==> config.mk <==
export PLATFORM = sky130hd
export DESIGN_NAME = rbef_div
export DESIGN_NICKNAME = d
export VERILOG_FILES = /design/src/rtl/rbef_pkg.sv /design/src/rtl/rbef_div.sv
export SDC_FILE = /design/constraint.sdc
export NUM_CORES = 2
export LEC_CHECK = 0
export BUFFER_PORTS_ARGS = -buffer_cell sky130_fd_sc_hd__clkbuf_2
export CAP_MARGIN = 20
export CORE_MARGIN = 4
export CORE_UTILIZATION = 57
export DETAILED_ROUTE_END_ITERATION = 10
export GPL_TIMING_DRIVEN = 0
export HOLD_SLACK_MARGIN = 0.02
export MAX_ROUTING_LAYER = met4
export PLACE_DENSITY = 0.77
export SYNTH_ARGS = -nofsm -noshare
export SYNTH_HDL_FRONTEND = slang
export SYNTH_SLANG_ARGS = --single-unit
==> constraint.sdc <==
create_clock -name i_clk -period 2.9 [get_ports i_clk]
set_input_delay 0.725 -clock i_clk [delete_from_list [all_inputs] [get_ports i_clk]]
set_output_delay 0.725 -clock i_clk [all_outputs]
set_load 0.005 [all_outputs]
==> src/rtl/rbef_pkg.sv <==
package rbef_pkg;

    localparam logic [1:0] CFG_HALF_WIDTH = 2'd0;
    localparam logic [1:0] CFG_TOP_Z      = 2'd1;
    localparam logic [1:0] CFG_BOTTOM_Z   = 2'd2;

    localparam logic [22:0] RST_HALF_WIDTH = 23'd13440;
    localparam logic [23:0] RST_TOP_Z      = 24'd12800;
    localparam logic [23:0] RST_BOTTOM_Z   = 24'hFFFCE0;

    localparam logic [2:0] FACE_TOP    = 3'd0;
    localparam logic [2:0] FACE_POS_X  = 3'd1;
    localparam logic [2:0] FACE_POS_Y  = 3'd2;
    localparam logic [2:0] FACE_NEG_X  = 3'd3;
    localparam logic [2:0] FACE_NEG_Y  = 3'd4;
    localparam logic [2:0] FACE_BOTTOM = 3'd5;

    localparam logic signed [31:0] SAT_MAX = 32'sh7FFF_FFFF;
    localparam logic signed [31:0] SAT_MIN = 32'sh8000_0000;

endpackage

==> src/rtl/rbef_div.sv <==
module rbef_div
    import rbef_pkg::*;
#(
    parameter int NUM_W = 40,
    parameter int DEN_W = 16
) (
    input  logic             i_clk,
    input  logic             i_en,
    input  logic [NUM_W-1:0] i_num,
    input  logic [DEN_W-1:0] i_den,
    output logic [NUM_W-1:0] o_quo
);

    logic [NUM_W-1:0] r_quo [NUM_W];
    logic [DEN_W-1:0] r_rem [NUM_W-1];
    logic [DEN_W-1:0] r_den [NUM_W-1];

    for (genvar k = 0; k < NUM_W; k++) begin : g_stage
        logic [DEN_W-1:0] rem_in;
        logic [DEN_W-1:0] den_in;
        logic [NUM_W-1:0] quo_in;
        logic [DEN_W:0]   trial;
        logic [DEN_W:0]   diff;
        logic             ge;
        logic [DEN_W-1:0] n_rem;
        logic [NUM_W-1:0] n_quo;

        if (k == 0) begin : g_first
            assign rem_in = '0;
            assign quo_in = i_num;
            assign den_in = i_den;
        end else begin : g_next
            assign rem_in = r_rem[k-1];
            assign quo_in = r_quo[k-1];
            assign den_in = r_den[k-1];
        end

        assign trial = {rem_in, quo_in[NUM_W-1]};
        assign diff  = trial - {1'b0, den_in};
        assign ge    = (trial >= {1'b0, den_in});
        assign n_rem = ge ? diff[DEN_W-1:0] : trial[DEN_W-1:0];
        assign n_quo = {quo_in[NUM_W-2:0], ge};

        always_ff @(posedge i_clk) begin
            if (i_en) begin
                r_quo[k] <= n_quo;
            end
        end

        if (k < NUM_W - 1) begin : g_carry
            always_ff @(posedge i_clk) begin
                if (i_en) begin
                    r_rem[k] <= n_rem;
                    r_den[k] <= den_in;
                end
            end
        end
    end

    assign o_quo = r_quo[NUM_W-1];

endmodule
* After elaboration in Yosys (flattened, before gate mapping)
Memory sizes are Yosys's and may differ from the RTL's. Cells that the tools add are included.
Cells by class: add/subtract/negate cells 39, $lt $le $gt $ge 40, muxes and demuxes 41
Operator list (number):
- 17-bit by 16-bit >= comparator with 1-bit output | 39
- 16-bit two-way mux | 39
- 16-bit subtractor | 38
- 1-bit by 16-bit >= comparator with 1-bit output | 1
- 1-bit by 16-bit subtractor with 16-bit output | 1
- 1-bit two-way mux | 2
Word-level totals: register bits after elaboration 0, RAM bits 2848, input bits 58, logic and storage cells 123, memories 3
Memories:
- r_quo | depth 40, width 40, rd ports 40, clocked after memory_dff 0, wr ports 40, line rbef_div.sv:14 | logic [NUM_W-1:0] r_quo [NUM_W];
- r_den | depth 39, width 16, rd ports 39, clocked after memory_dff 0, wr ports 39, line rbef_div.sv:16 | logic [DEN_W-1:0] r_den [NUM_W-1];
- r_rem | depth 39, width 16, rd ports 39, clocked after memory_dff 0, wr ports 39, line rbef_div.sv:15 | logic [DEN_W-1:0] r_rem [NUM_W-1];

* Logic depth before layout (Yosys ltp)
An unclocked memory read counts as a cell.
depth in word-level cells 3, depth in mapped cells 12, mapped depth without buffers 11

* Worst setup path after synthesis
Ideal clock, no wire load.
path kind register to register, start point memory r_den[18][1] (netlist: r_den[2][33]), end point memory r_rem[19][8] (netlist: r_rem[2][56]) (data pin), data arrival time 2.816 ns, path slack -0.178 ns, cell stages (with the launch flop) 12, clock period less this slack 3.078 ns, cells stage by stage edfxtp_1 > inv_1 > ha_1 > nor2b_1 > o31a_1 > o31ai_2 > a21oi_1 > o31ai_1 > a211oi_1 > a2111oi_4 > buf_6 > mux2_1
RTL lines (line):
- start: declaration | rbef_div.sv:16
- end: declaration | rbef_div.sv:15

==> metrics.txt <==
RSZ-0062 raised after global routing=true; Syn Nets=approximately 9000; power density cells=1080 nW/um^2; Critical Path Source Type=flop; I/O Buffers=97; post-synth top area share=0.692; Final Power=0.158 W; dominant register cell in the synthesized netlist=edfxtp_1; Met3 Wirelength=9.50 mm; Post-synth EDFFs=2848; Die ar.=224000 um^2; Critical Path End Type=flop; ys async rst share=0; Final Max Slew Viols=0; area of the multi-input gates=37900 um^2; final cell count without fillers=12200; Final WS setup=-152 ps; Core Footprint=between 200000 and 250000 um^2; WL final=232 mm; final core utilization=0.677; Worst IR Drop VDD=0.783 mV; CTS tree=yes; initial antenna violation count=4; # DRC=0; Crit Path Class=reg2reg; max layer used=met4; CP max stage cell=edfxtp_1; fillers=~14000; clk_skew=63.4 ps; Buf/Inv on CP=3; Worst Max-Slew Pin Slew=718 ps; Distinct cells, synth=92; final hold vios=0; MaxCap Viol Count=0; Yosys top cell by area=edfxtp_1; Starting Density=0.575; placed cell count=11300; CTS max path bufs=4; failing checks=setup timing; total gr overflow=0; status=finished, violations left; Detailed Place HPWL=148 mm; sequential-to-total area share from yosys stat=0.692; WL met2=115 mm; ANT nets after route=0; Leak=55.7 nW; # H-tree levels=5; Tcrit/Tclk final=1.05; Die H=474 um; Synth Warn #=0; #FFs+latches synth=2848; Clk pin slew, worst setup/hold paths=60 ps; RD Place Congestion=0.929; Mean Syn Cell Area=14.9 um^2; # setup viols final=121; Sum Neg Setup Slack=-5850 ps; Critical Path RT=3530 ps; P&R area growth vs syn=17.8%; Hold Path Class=in2reg; f_max=328 MHz; Syn Inst Count=roughly 8300; worst-skew pair later-pin latency=between 900 and 1000 ps; Final nets=9842; DR WL/cell=19.1 um; Cell Chain, Critical Path=inv_1, ha_4, o21a_1, o31a_1, o31ai_2, a21oi_2, o31ai_2, a211oi_2, a2111oi_4, buf_4, buf_12, mux2_4; drt first pass iters=5; Tot GR Track Use=0.208; routed via count=68600; Arr. time, crit path=3680 ps; share of cells above drive strength 1=0.199; hold slack=between 100 and 150 ps; largest net degree at the start of global routing=127; num ports=98; Rel. slew slack=0.509; root buf cell=clkbuf_16; DR iter-0 viols=roughly 4800; area taken by flip-flops and latches=85500 um^2; Synth Cell Area=124000 um^2; row count=170; first-pass GRT wire length=362 mm; minimum clock period=3050 ps; clock sinks=2848; top cells by count, synth=edfxtp_1 (2848), inv_1 (822), ha_1 (626); CP dominant cell by count=o31ai_2; TritonCTS Buffers=310; Die Wd=474 um; vias in the first global route=approximately 68000; M1 WL=98.4 mm; worst-path fanout max=8; top cells by area, synth=edfxtp_1 (69%), ha_1 (6.3%), mux2_2 (3.5%); Via density=5.63; CP max stage delay=between 400 and 500 ps; leading cell type by number of instances after synthesis=edfxtp_1; Crit path max-delay family=compound AO/OA/AOI/OAI gates
==> final timing paths <==
check	from	to	slack (ps)	cells after the start
worst max-delay path	r_den[2][34]$_DFFE_PP_	r_rem[2][61]$_DFFE_PP_	-150	12
worst min-delay path	i_num[39]	r_rem[0][0]$_DFFE_PP_	150	3
worst min register to register	r_quo[0][158]$_DFFE_PP_	r_quo[0][199]$_DFFE_PP_	380	0
worst max register to register	r_den[2][34]$_DFFE_PP_	r_rem[2][61]$_DFFE_PP_	-150	12
==> metrics by stage <==
stage / cell area [um^2] / setup WS, ps
global route: 146000 / -312
detailed placement: 128000 / -1890
finish: 146000 / -152
global placement: 128000 / -47050
CTS: 143000 / -241
floorplan: 124000 / -49.9
==> worst reg2reg max path: stages, from the launching register on <==
cell	delay, ps
edfxtp_1	430
inv_1	140
ha_4	230
o21a_1	190
o31a_1	120
o31ai_2	250
a21oi_2	110
o31ai_2	300
a211oi_2	150
a2111oi_4	190
buf_4	200
buf_12	150
mux2_4	340
==> repair_timing <==
action                                  in CTS  in global routing
endpoints found under the setup margin    1089                673
hold endpoints to repair                    55                  0
gates cloned                                13                  9
pin swaps                                  139                203
hold buffers                                55                  0
buffers inserted                           171                154
resized for setup                          525                411
==> where the power goes <==
part / switching [W] / internal, W / leakage (nW)
sequential: 0.00402 / 0.0556 / 27.8
clock: 0.0154 / 0.0227 / 4.76
combinational: 0.0306 / 0.0294 / 23.1
total: 0.0500 / 0.108 / 55.7
==> placed cells by master (no fill, tap or decap), types with 55 or more instances in the layout <==
| master | synthesis | routed |
|---|---|---|
| nand3_1 | 119 | 118 |
| xor2_1 | 114 | 114 |
| mux2_2 | 383 | 311 |
| edfxtp_1 | 2848 | 2848 |
| a21oi_1 | 379 | 312 |
| mux2i_1 | 69 | 65 |
| clkbuf_2 | 1 | 105 |
| nor3_1 | 146 | 133 |
| nand2b_1 | 67 | 67 |
| inv_1 | 822 | 789 |
| o21ai_0 | 259 | 194 |
| ha_4 | 0 | 68 |
| nand2_1 | 277 | 276 |
| xnor2_1 | 272 | 272 |
| a21o_1 | 144 | 143 |
| a21oi_2 | 3 | 55 |
| nor2b_1 | 119 | 99 |
| clkinv_1 | 0 | 55 |
| ha_1 | 626 | 530 |
| nand4_1 | 84 | 84 |
| clkbuf_16 | 0 | 323 |
| clkbuf_1 | 64 | 66 |
| buf_4 | 5 | 282 |
| mux2_4 | 7 | 87 |
| o21a_1 | 105 | 103 |
| dlygate4sd3_1 | 0 | 55 |
| nor2_1 | 516 | 505 |
==> area by class of cell <==
class / instances / area share
tap: 2838 / 0.0244
multi-input combinational: 4539 / 0.260
timing repair buffer: 519 / 0.0339
sequential: 2848 / 0.587
inverter: 823 / 0.0213
antenna: 2 / 0.0000344
buffer: 79 / 0.00539
clock buffer: 361 / 0.0552
clock inverter: 176 / 0.0123
==> routing by layer <==
| metal | vias up | GRT usage |
|---|---|---|
| met5 | - | - |
| met2 | 1667 | 0.343 |
| li1 | 33000 | - |
| met3 | 648 | 0.0280 |
| met1 | 33300 | 0.262 |
| met4 | 0 | 0.0832 |
==> registers in the layout, summed over array words and instances (netlist names) <==
| register | count |
|---|---|
| r_den | 624 |
| r_rem | 624 |
| r_quo | 1600 |
==> kinds of logic (layout without fill, tap and decap cells) <==
family                   after synthesis  count (layout)  share of synthesized area
AO/OA/AOI/OAI                       1431            1432                     0.0774
XOR/XNOR                             386             386                     0.0274
adder cells (fa/ha/maj)              664             664                     0.0695
buffers and inverters                926            1958                     0.0287
flip-flops                          2848            2848                      0.692
multiplexers                         467             467                     0.0421
other                                  0               2                          0
AND/OR/NAND/NOR                     1590            1590                     0.0630
Power figures use the tool's default switching activity.
